--- config.mk ---
export PLATFORM = sky130hd
export DESIGN_NAME = base64_stream_decoder_flat
export DESIGN_NICKNAME = d
export VERILOG_FILES = /design/src/rtl/b64d_pkg.sv /design/src/rtl/b64d_stream_if.sv /design/src/rtl/base64_stream_decoder.sv /design/src/rtl/b64d_classify.sv /design/src/rtl/b64d_accum.sv /design/src/flat_wrapper.sv
export SDC_FILE = /design/constraint.sdc
export NUM_CORES = 1
export LEC_CHECK = 0
export BUFFER_PORTS_ARGS = -buffer_cell sky130_fd_sc_hd__buf_2
export CAP_MARGIN = 30
export CORE_ASPECT_RATIO = 1.5
export CORE_MARGIN = 2
export CORE_UTILIZATION = 53
export DETAILED_ROUTE_END_ITERATION = 6
export PLACE_DENSITY = 0.82
export REMOVE_ABC_BUFFERS = 1
export SYNTH_ARGS = -nofsm -noshare
export SYNTH_HDL_FRONTEND = slang
export SYNTH_SLANG_ARGS = --single-unit
--- constraint.sdc ---
create_clock -name clk -period 2.85 [get_ports clk]
set_clock_uncertainty 0.1 [all_clocks]
set_input_delay 0.4275 -clock clk [delete_from_list [all_inputs] [get_ports clk]]
set_output_delay 0.4275 -clock clk [all_outputs]
set_load 0.02 [all_outputs]
--- src/rtl/b64d_pkg.sv ---
// ----------------------------------------------------------------------------
// Base64 decoder package
// Character codes, sextet offsets and the structs that carry the outputs of
// the decoder's classifier and accumulator.
// ----------------------------------------------------------------------------
package b64d_pkg;

  localparam int CharWidth  = 8;
  localparam int SextWidth  = 6;
  localparam int CountWidth = 3;

  // Alphabet boundaries
  localparam logic [CharWidth-1:0] CHAR_UPPER_A = 8'h41;
  localparam logic [CharWidth-1:0] CHAR_UPPER_Z = 8'h5A;
  localparam logic [CharWidth-1:0] CHAR_LOWER_A = 8'h61;
  localparam logic [CharWidth-1:0] CHAR_LOWER_Z = 8'h7A;
  localparam logic [CharWidth-1:0] CHAR_DIGIT_0 = 8'h30;
  localparam logic [CharWidth-1:0] CHAR_DIGIT_9 = 8'h39;
  localparam logic [CharWidth-1:0] CHAR_PLUS    = 8'h2B;
  localparam logic [CharWidth-1:0] CHAR_MINUS   = 8'h2D;
  localparam logic [CharWidth-1:0] CHAR_SLASH   = 8'h2F;
  localparam logic [CharWidth-1:0] CHAR_UNDER   = 8'h5F;

  // Skipped characters
  localparam logic [CharWidth-1:0] CHAR_PAD     = 8'h3D;
  localparam logic [CharWidth-1:0] CHAR_SPACE   = 8'h20;
  localparam logic [CharWidth-1:0] CHAR_WS_LO   = 8'h09;
  localparam logic [CharWidth-1:0] CHAR_WS_HI   = 8'h0D;

  // Sextet values
  localparam logic [SextWidth-1:0] SEXT_LOWER_BASE = 6'd26;
  localparam logic [SextWidth-1:0] SEXT_DIGIT_BASE = 6'd52;
  localparam logic [SextWidth-1:0] SEXT_PLUS       = 6'd62;
  localparam logic [SextWidth-1:0] SEXT_SLASH      = 6'd63;

  // Classification of one character
  typedef struct packed {
    logic [SextWidth-1:0] sextet;
    logic                 is_valid;
    logic                 is_skip;
  } b64d_class_t;

  // One decoded result
  typedef struct packed {
    logic [CharWidth-1:0] byte_out;
    logic                 byte_valid;
    logic                 bad_char;
    logic                 end_out;
  } b64d_result_t;

endpackage

--- src/rtl/b64d_stream_if.sv ---
// ----------------------------------------------------------------------------
// Base64 decoder stream interfaces
// Valid/ready channels for text characters in and decoded bytes out.
// ----------------------------------------------------------------------------
interface b64d_char_if;
  logic       valid;
  logic       ready;
  logic [7:0] char_in;
  logic       end_of_text;

  modport source (output valid, char_in, end_of_text, input ready);
  modport sink   (input valid, char_in, end_of_text, output ready);
endinterface

interface b64d_byte_if;
  logic       valid;
  logic       ready;
  logic [7:0] byte_out;
  logic       byte_valid;
  logic       bad_char;
  logic       end_out;

  modport source (output valid, byte_out, byte_valid, bad_char, end_out, input ready);
  modport sink   (input valid, byte_out, byte_valid, bad_char, end_out, output ready);
endinterface

--- src/rtl/base64_stream_decoder.sv ---
// ----------------------------------------------------------------------------
// Base64 stream decoder
// Decodes a stream of base64 text, standard or URL-safe, one character per
// beat, giving exactly one result beat per character.
// ----------------------------------------------------------------------------
// Each accepted character gives one result beat, held first in the input
// register and then in the output register, with the character
// classification and bit accumulation between them. A new character is taken
// every cycle while the output side keeps taking results; the input register
// and output register together let a character enter while a finished
// result still waits. byte_out is zero whenever byte_valid is low. An invalid
// character holds bad_char high and byte_valid low until the beat that
// carries end_of_text, after which leftover bits and the error are cleared.
module base64_stream_decoder (
  input  logic               clk,
  input  logic               rst,
  b64d_char_if.sink          in_chan,
  b64d_byte_if.source        out_chan
);

  logic                                 in_valid;
  logic [b64d_pkg::CharWidth-1:0]       char_q;
  logic                                 end_q;
  logic                                 out_valid;
  b64d_pkg::b64d_result_t               out_res;
  logic                                 out_free;
  logic                                 advance;
  b64d_pkg::b64d_class_t                cls;
  b64d_pkg::b64d_result_t               res;

  // Move a beat on when the output register is empty or being emptied
  assign out_free      = !out_valid || out_chan.ready;
  assign advance       = in_valid && out_free;
  assign in_chan.ready = !in_valid || out_free;

  // Hold the accepted character
  always_ff @(posedge clk) begin
    if (rst) begin
      in_valid <= 1'b0;
    end else if (in_chan.ready) begin
      in_valid <= in_chan.valid;
    end
  end

  always_ff @(posedge clk) begin
    if (in_chan.valid && in_chan.ready) begin
      char_q <= in_chan.char_in;
      end_q  <= in_chan.end_of_text;
    end
  end

  b64d_classify u_classify (
    .char_in (char_q),
    .cls     (cls)
  );

  b64d_accum u_accum (
    .clk      (clk),
    .rst      (rst),
    .advance  (advance),
    .cls      (cls),
    .end_mark (end_q),
    .res      (res)
  );

  // Hold the result until the sink takes it
  always_ff @(posedge clk) begin
    if (rst) begin
      out_valid <= 1'b0;
    end else if (out_free) begin
      out_valid <= in_valid;
    end
  end

  always_ff @(posedge clk) begin
    if (advance) begin
      out_res <= res;
    end
  end

  assign out_chan.valid      = out_valid;
  assign out_chan.byte_out   = out_res.byte_out;
  assign out_chan.byte_valid = out_res.byte_valid;
  assign out_chan.bad_char   = out_res.bad_char;
  assign out_chan.end_out    = out_res.end_out;

endmodule

--- src/rtl/b64d_classify.sv ---
// ----------------------------------------------------------------------------
// Base64 character classifier
// Maps one character code to its sextet, or flags it as skipped or invalid.
// Both the standard and the URL-safe alphabets are recognised.
// ----------------------------------------------------------------------------
module b64d_classify (
  input  logic [b64d_pkg::CharWidth-1:0] char_in,
  output b64d_pkg::b64d_class_t          cls
);

  logic is_upper;
  logic is_lower;
  logic is_digit;
  logic is_plus;
  logic is_slash;
  logic is_skip;
  logic [b64d_pkg::CharWidth-1:0] upper_off;
  logic [b64d_pkg::CharWidth-1:0] lower_off;
  logic [b64d_pkg::CharWidth-1:0] digit_off;

  // Decode the alphabet ranges
  assign is_upper = (char_in >= b64d_pkg::CHAR_UPPER_A) && (char_in <= b64d_pkg::CHAR_UPPER_Z);
  assign is_lower = (char_in >= b64d_pkg::CHAR_LOWER_A) && (char_in <= b64d_pkg::CHAR_LOWER_Z);
  assign is_digit = (char_in >= b64d_pkg::CHAR_DIGIT_0) && (char_in <= b64d_pkg::CHAR_DIGIT_9);
  assign is_plus  = (char_in == b64d_pkg::CHAR_PLUS)  || (char_in == b64d_pkg::CHAR_MINUS);
  assign is_slash = (char_in == b64d_pkg::CHAR_SLASH) || (char_in == b64d_pkg::CHAR_UNDER);

  // Padding and whitespace are skipped
  assign is_skip  = (char_in == b64d_pkg::CHAR_PAD) || (char_in == b64d_pkg::CHAR_SPACE) ||
                    ((char_in >= b64d_pkg::CHAR_WS_LO) && (char_in <= b64d_pkg::CHAR_WS_HI));

  assign upper_off = char_in - b64d_pkg::CHAR_UPPER_A;
  assign lower_off = char_in - b64d_pkg::CHAR_LOWER_A;
  assign digit_off = char_in - b64d_pkg::CHAR_DIGIT_0;

  // Select the sextet value and the class flags
  always_comb begin
    cls.sextet = '0;
    if (is_upper) begin
      cls.sextet = upper_off[b64d_pkg::SextWidth-1:0];
    end else if (is_lower) begin
      cls.sextet = lower_off[b64d_pkg::SextWidth-1:0] + b64d_pkg::SEXT_LOWER_BASE;
    end else if (is_digit) begin
      cls.sextet = digit_off[b64d_pkg::SextWidth-1:0] + b64d_pkg::SEXT_DIGIT_BASE;
    end else if (is_plus) begin
      cls.sextet = b64d_pkg::SEXT_PLUS;
    end else if (is_slash) begin
      cls.sextet = b64d_pkg::SEXT_SLASH;
    end
    cls.is_valid = is_upper || is_lower || is_digit || is_plus || is_slash;
    cls.is_skip  = is_skip;
  end

endmodule

--- src/rtl/b64d_accum.sv ---
// ----------------------------------------------------------------------------
// Base64 bit accumulator
// Holds the leftover bits, their count and the sticky error flag, and forms
// one result from each classified character.
// ----------------------------------------------------------------------------
module b64d_accum (
  input  logic                  clk,
  input  logic                  rst,
  input  logic                  advance,
  input  b64d_pkg::b64d_class_t cls,
  input  logic                  end_mark,
  output b64d_pkg::b64d_result_t res
);

  localparam int AccWidth   = 2 * b64d_pkg::SextWidth;
  localparam int TotalWidth = b64d_pkg::CountWidth + 1;

  logic [b64d_pkg::SextWidth-1:0]  leftover_bits;
  logic [b64d_pkg::CountWidth-1:0] leftover_count;
  logic                            error_seen;

  logic [b64d_pkg::SextWidth-1:0]  leftover_bits_next;
  logic [b64d_pkg::CountWidth-1:0] leftover_count_next;
  logic                            error_seen_next;

  logic                            live;
  logic                            take;
  logic [AccWidth-1:0]             acc;
  logic [TotalWidth-1:0]           total;
  logic                            have_byte;
  logic [b64d_pkg::CountWidth-1:0] shift;
  logic [AccWidth-1:0]             shifted;
  logic [b64d_pkg::SextWidth:0]    keep_mask;

  // Append the sextet and see whether a full byte is present
  assign live      = !error_seen && !cls.is_skip;
  assign take      = live && cls.is_valid;
  assign acc       = {leftover_bits, cls.sextet};
  assign total     = {1'b0, leftover_count} + TotalWidth'(b64d_pkg::SextWidth);
  assign have_byte = total[TotalWidth-1];
  assign shift     = total[b64d_pkg::CountWidth-1:0];
  assign shifted   = acc >> shift;
  assign keep_mask = ((b64d_pkg::SextWidth+1)'(1) << shift) - (b64d_pkg::SextWidth+1)'(1);

  // Form the result for this beat
  always_comb begin
    res.byte_valid = take && have_byte;
    res.byte_out   = res.byte_valid ? shifted[b64d_pkg::CharWidth-1:0] : '0;
    res.bad_char   = error_seen_next;
    res.end_out    = end_mark;
  end

  // Work out the state after this beat
  always_comb begin
    error_seen_next     = error_seen || (live && !cls.is_valid);
    leftover_bits_next  = leftover_bits;
    leftover_count_next = leftover_count;
    if (take) begin
      if (have_byte) begin
        leftover_bits_next  = acc[b64d_pkg::SextWidth-1:0] &
                              keep_mask[b64d_pkg::SextWidth-1:0];
        leftover_count_next = shift;
      end else begin
        leftover_bits_next  = acc[b64d_pkg::SextWidth-1:0];
        leftover_count_next = total[b64d_pkg::CountWidth-1:0];
      end
    end
  end

  // Advance the state; drop everything at the end of the string
  always_ff @(posedge clk) begin
    if (rst) begin
      leftover_bits  <= '0;
      leftover_count <= '0;
      error_seen     <= 1'b0;
    end else if (advance) begin
      if (end_mark) begin
        leftover_bits  <= '0;
        leftover_count <= '0;
        error_seen     <= 1'b0;
      end else begin
        leftover_bits  <= leftover_bits_next;
        leftover_count <= leftover_count_next;
        error_seen     <= error_seen_next;
      end
    end
  end

endmodule

--- src/flat_wrapper.sv ---
// flat-port wrapper written by rule: the top's interface ports become plain ports
module base64_stream_decoder_flat 
  (clk, rst, in_chan_valid, in_chan_char_in, in_chan_end_of_text, in_chan_ready, out_chan_valid, out_chan_byte_out, out_chan_byte_valid, out_chan_bad_char, out_chan_end_out, out_chan_ready);
  b64d_char_if in_chan_i ();
  b64d_byte_if out_chan_i ();
  input  logic clk;
  input  logic rst;
  input wire logic [$bits(in_chan_i.valid)-1:0] in_chan_valid;
  input wire logic [$bits(in_chan_i.char_in)-1:0] in_chan_char_in;
  input wire logic [$bits(in_chan_i.end_of_text)-1:0] in_chan_end_of_text;
  output wire logic [$bits(in_chan_i.ready)-1:0] in_chan_ready;
  output wire logic [$bits(out_chan_i.valid)-1:0] out_chan_valid;
  output wire logic [$bits(out_chan_i.byte_out)-1:0] out_chan_byte_out;
  output wire logic [$bits(out_chan_i.byte_valid)-1:0] out_chan_byte_valid;
  output wire logic [$bits(out_chan_i.bad_char)-1:0] out_chan_bad_char;
  output wire logic [$bits(out_chan_i.end_out)-1:0] out_chan_end_out;
  input wire logic [$bits(out_chan_i.ready)-1:0] out_chan_ready;
  assign in_chan_i.valid = in_chan_valid;
  assign in_chan_i.char_in = in_chan_char_in;
  assign in_chan_i.end_of_text = in_chan_end_of_text;
  assign in_chan_ready = in_chan_i.ready;
  assign out_chan_valid = out_chan_i.valid;
  assign out_chan_byte_out = out_chan_i.byte_out;
  assign out_chan_byte_valid = out_chan_i.byte_valid;
  assign out_chan_bad_char = out_chan_i.bad_char;
  assign out_chan_end_out = out_chan_i.end_out;
  assign out_chan_i.ready = out_chan_ready;
  base64_stream_decoder u_core (.clk(clk), .rst(rst), .in_chan(in_chan_i), .out_chan(out_chan_i));
endmodule
* Yosys cells after proc, flatten, opt, wreduce, memory -nomap -nowiden
Cells that the tools add are included.
** Storage, ports and cells
- Bits in registers :: 32
- Logic and storage cells :: 74
** Operators by class
- Equal/unequal tests :: 6
- $add $sub $neg :: 7
- Bitwise operators :: 1
- Shifts and indexed selects :: 2
- Reductions and logical operators :: 28
- Magnitude comparators :: 8
- Multiplexer cells :: 11
** Operators by type and width (count)
- 6-bit 2-to-1 mux :: 8
- 8-bit by 6-bit == test with 1-bit output (second input constant) :: 5
- 8-bit by 7-bit >= comparator with 1-bit output (second input constant) :: 2
- 8-bit by 7-bit <= comparator with 1-bit output (second input constant) :: 2
- 12-bit by 3-bit >> shifter with 8-bit output :: 1
- 6-bit subtractor (second input constant) :: 2
- 1-bit logical OR :: 11
- 1-bit logical AND :: 10
- 8-bit by 7-bit == test with 1-bit output (second input constant) :: 1
- 8-bit by 4-bit >= comparator with 1-bit output (second input constant) :: 1
- 8-bit by 6-bit >= comparator with 1-bit output (second input constant) :: 1
- 8-bit by 4-bit <= comparator with 1-bit output (second input constant) :: 1
- 8-bit by 6-bit <= comparator with 1-bit output (second input constant) :: 1
- 6-bit by 5-bit adder with 6-bit output (second input constant) :: 1
- 6-bit adder (second input constant) :: 1
- 6-bit bitwise AND :: 1
- 3-bit 2-to-1 mux :: 2
- 1-bit by 3-bit << shifter with 6-bit output (first input constant) :: 1
- 6-bit by 1-bit subtractor with 6-bit output (second input constant) :: 1
- 6-bit by 2-bit subtractor with 6-bit output (second input constant) :: 1
- 1-bit zero test :: 5
- 3-bit by 3-bit adder with 4-bit output (second input constant) :: 1
- 2-bit AND reduction :: 1
- 2-bit nonzero test :: 1
- 1-bit 2-to-1 mux :: 1

* Depth between registers and ports, before layout
- Depth after elaboration :: 11
- Gate-level depth with buffers :: 10
- Gate-level depth less buffers :: 10

* Cells and area by module
Synthesis repeated with hierarchy kept, for this count alone.
** Second synthesis, totals
- Cells, all modules :: 186
- Area, all modules :: 2055.7 um2
** Modules (own cells, without submodules)
- base64_stream_decoder :: area an instance 704.4 um2, cells an instance 30, sequential area each 640.6 um2, times used 1
- b64d_accum :: area an instance 693.2 um2, cells an instance 63, sequential area each 180.2 um2, times used 1
- b64d_classify :: area an instance 658.1 um2, cells an instance 93, sequential area each 0.0 um2, times used 1

* Worst setup path before layout
Ideal clock, no wire load.
- Kind :: reg-to-reg
- Start :: register u_core.char_q[2] (netlist bit)
- End :: register u_core.out_res (netlist bit u_core.out_chan.byte_out[2]) (data pin)
- Setup slack :: 44 ps
- Cell stages (with the launch flop) :: 10
- Buffers on the path :: 0
- Period minus slack after synthesis :: 2806 ps
- Arrival time :: 2452 ps
- Data required time :: 2495 ps
- Setup time :: 255 ps
- Path through :: edfxtp_1 > inv_1 > ha_1 > a21o_1 > a31o_2 > nor3_2 > a221oi_1 > o22a_1 > mux4_2 > and2_1
** On the way
- Longest elaborated chain between the ends :: 8
- Elaborated cells between the ends (all ways) :: 41
** Ends and longest elaborated chain
- start, declared :: RTL line base64_stream_decoder.sv:22 : logic [b64d_pkg::CharWidth-1:0] char_q;
- start signal, assigned :: RTL line base64_stream_decoder.sv:47 : char_q <= in_chan.char_in;
- branches (longest 8 deep; another with 6-bit subtractor)
- end signal, assigned :: RTL line base64_stream_decoder.sv:77 : out_res <= res;
- end, declared :: RTL line base64_stream_decoder.sv:25 : b64d_pkg::b64d_result_t out_res;
Parallel ways; which one is timed is not known.
A chain may end at the register's enable or synchronous reset.

* Worst setup path after layout
Same ends and word-level chain as after synthesis.

==> flow_summary_export.csv <==
group,metric,value,unit
synthesis,avgSynthCellArea,9.79,µm²
clock_tree,cts_hold_buf,0,
clock_tree,clockBufferDepth,2,
clock_tree,cts-htree-levels,2,
run_status,violations,"setup timing",
worst_setup_path,worstReg2RegStart,"u_core.char_q[2]",
die,core,3960,µm²
synthesis,synth_cell_type_count,60,
clock_tree,ctsRootBufferMaster,"clkbuf_8",
synthesis,synth_top_area_frac,0.274,
worst_setup_path,slowest_stage,"edfxtp_1",
synthesis,synth_edf_count,20,
worst_setup_path,required,2790,ps
placement,place.gp.congestion,0.922,
synthesis,synth_top_family_by_area,"simple AND/OR/NAND/NOR gates",
layout,fin_cells,328,
worst_setup_path,arrival,2860,ps
placement,dpl.hpwl,4300,µm
synthesis,syn_inst,224,
die,ios,26,
power,leakage,1.12,nW
routing,drtPass1Iterations,4,
routing,drt-total-wl,5950,µm
placement,portBuffers,25,
timing,drv_slew,0,
routing,wire_per_inst,18.1,µm
timing,hold_viol,0,
synthesis,synth_compound_area_frac,0.202,
die,dieHeight,82.8,µm
synthesis,synth_mux_area_frac,0.0622,
synthesis,async_flop_share,0,
clock_tree,numCtsBuffers,5,
routing,drc,0,
die,start_util,0.554,
placement,dpl_worst_slack,-7.82,ps
timing,fmax,343,MHz
clock_tree,cts_sinks,31,
power,p_per_area,426,nW/µm²
grt,grtUsageTotal,0.258,
worst_setup_path,path_cells,"buf_6, ha_4, a21o_1, a31o_4, nor3_4, a221oi_2, o22a_1, mux4_2, and2_1",
min_path,worstHoldStart,"in_chan_char_in[1]",
timing,tightest_slew,607,ps
synthesis,synth.area.top_cells,"edfxtp_1 27%, dfxtp_1 10%, ha_1 8.6%",
routing,via_per_inst,6.33,
layout,areaGrowthSynthToFinish,27.1,%
grt,grt_pass1_wl,9160,µm
routing,via_count,2076,
worst_setup_path,critPathLaunch,"u_core.char_q[2]",
job,maxCapViolations,0,
synthesis,synth_fa_ha_area_frac,0.0856,
synthesis,netlist_area,2190,µm²
layout,multi_input_area,1350,µm²
timing,slew_headroom,0.591,
clock_tree,clkLatencyLatePin,290,ps
synthesis,synthXorXnorAreaFrac,0.00400,
worst_setup_path,crit_path_end_kind,"register",
timing,rsz0062_at_grt,"true",
die,rows,28,
grt,grt_max_degree,15,
clock_tree,clkTransAtPathRegs,70,ps
routing,first_iter_violations,73,
synthesis,synth_area_leader_cell,"edfxtp_1",
worst_setup_path,cp-start-kind,"register",
worst_setup_path,worstPathMaxFanout,6,
synthesis,synth.most_common_cell,"edfxtp_1",
synthesis,synth-simple-area-share,0.222,
layout,diodes,0,
synthesis,synth_seq_cells,31,
placement,dp_cells,312,
die,die_w,56.5,µm
layout,nNetsFinal,310,
grt,grt_pass1_vias,2023,
synthesis,synth_common_cells,"20 x edfxtp_1, 17 x nor2_1, 15 x ha_1, 14 x inv_1",
grt,antenna_found_initial,0,
routing,drtAntennaViolNets,0,
layout,seqCellArea,821,µm²
grt,grt.overflow.total,0,
synthesis,ys_seq_area_frac,0.374,
layout,fill_cells,305,
clock_tree,cts_tree,"yes",
worst_setup_path,critPathKind,"reg2reg",
timing,worst_slack,-68.3,ps
die,dieArea,4680,µm²
synthesis,synthFlopType,"edfxtp_1",
power,ir_worst_vdd,0.000493,V
timing,setup_viol,4,
min_path,hold_class,"in2reg",
layout,drive_gt1_frac,0.343,
worst_setup_path,max_stage_delay,500,ps
run_status,status,"finished with violations",
timing,finalCritPeriodShare,1.02,
timing,holdWs,216,ps
timing,period_needed,2920,ps
synthesis,yosys_warnings,0,
[cell families after synthesis]
logic type / count (synthesis)
muxes: 8
buffers and inverters: 23
adders and majority gates: 15
and+or+nand+nor: 85
xor gates and xnor gates: 1
DFF: 31
AOI/OAI and AO/OA: 61
[per-layer routing]
metal | track usage | wire length, µm | up-vias
met1 | 0.241 | 2100 | 989
met3 | 0.0514 | 235 | 34
met2 | 0.497 | 3260 | 88
met4 | 0.179 | 348 | 0
met5 | 0 | 0 | -
li1 | - | - | 965
[placed cells by master (no fill, tap or decap), types with 3 or more instances in the layout]
| cell | synthesis | routed |
|---|---|---|
| a211oi_1 | 3 | 3 |
| a21oi_1 | 10 | 10 |
| a2bb2oi_1 | 4 | 3 |
| a31oi_1 | 4 | 4 |
| and2_1 | 6 | 4 |
| buf_2 | 3 | 25 |
| buf_4 | 1 | 33 |
| clkbuf_8 | 0 | 6 |
| dfxtp_1 | 11 | 11 |
| edfxtp_1 | 20 | 20 |
| ha_1 | 15 | 13 |
| inv_1 | 14 | 12 |
| mux4_2 | 3 | 4 |
| nand2_1 | 11 | 11 |
| nand2b_1 | 11 | 11 |
| nand3_1 | 12 | 12 |
| nor2_1 | 17 | 17 |
| nor2b_1 | 3 | 3 |
| nor3_1 | 5 | 5 |
| o21ai_0 | 12 | 12 |
[worst max-delay path, delay by kind of cell, from the launching register on]
| family | cells | cell delay, ps |
|---|---|---|
| adder cells (fa/ha/maj) | 1 | 170 |
| multiplexers | 1 | 480 |
| AO/OA/AOI/OAI | 4 | 810 |
| AND/OR/NAND/NOR | 2 | 440 |
| buffers and inverters | 1 | 170 |
| flip-flops | 1 | 500 |
[where the power goes]
group	leakage [nW]	internal [W]	switching (W)	total [W]
clock	0.0612	0.000283	0.000170	0.000453
sequential	0.289	0.000496	0.0000125	0.000508
combinational	0.767	0.0000969	0.000129	0.000226
[metrics by stage]
stage	setup TNS [ps]	power, W	utilization	instance area (µm²)
after floorplan	0	0.000637	-	2140
after global placement	0	0.000708	0.636	2520
after detailed placement	-7.94	0.000712	0.636	2520
after CTS	0	0.00116	0.668	2650
after global routing	-1200	0.00123	0.704	2790
final	-250	0.00119	0.704	2790
[what timing repair did]
| action | CTS | global route |
|---|---|---|
| setup endpoints to repair | 4 | 12 |
| buffers inserted | 0 | 9 |
| pin swaps | 0 | 10 |
| resized for setup | 3 | 17 |
[path summary, 6_finish.rpt]
| kind | endpoint | slack [ps] | cells after the start |
|---|---|---|---|
| setup / recovery | u_core.out_chan.byte_out[2] | -70 | 9 |
| hold / removal | u_core.char_q[1] | 220 | 1 |
| setup reg to reg | u_core.out_chan.byte_out[2] | -70 | 9 |
| hold reg to reg | u_core.u_accum.leftover_count[2] | 390 | 2 |
[layout make-up]
type | count | area share
sequential | 31 | 0.295
clock inverter | 2 | 0.0126
inverter | 15 | 0.0211
multi-input combinational | 170 | 0.484
clock buffer | 6 | 0.0296
timing repair buffer | 59 | 0.138
tap | 45 | 0.0202
[sequential cells by signal (all words and copies together), names as in the netlist]
name                           cells
u_core.char_q                      8
u_core.out_chan.byte_out           8
u_core.u_accum.leftover_bits       6
u_core.u_accum.leftover_count      2
u_core.end_q                       1
u_core.in_valid                    1
u_core.out_chan.bad_char           1
u_core.out_chan.byte_valid         1
u_core.out_chan.end_out            1
u_core.out_chan.valid              1
u_core.u_accum.error_seen          1
Power figures use the tool's default switching activity.
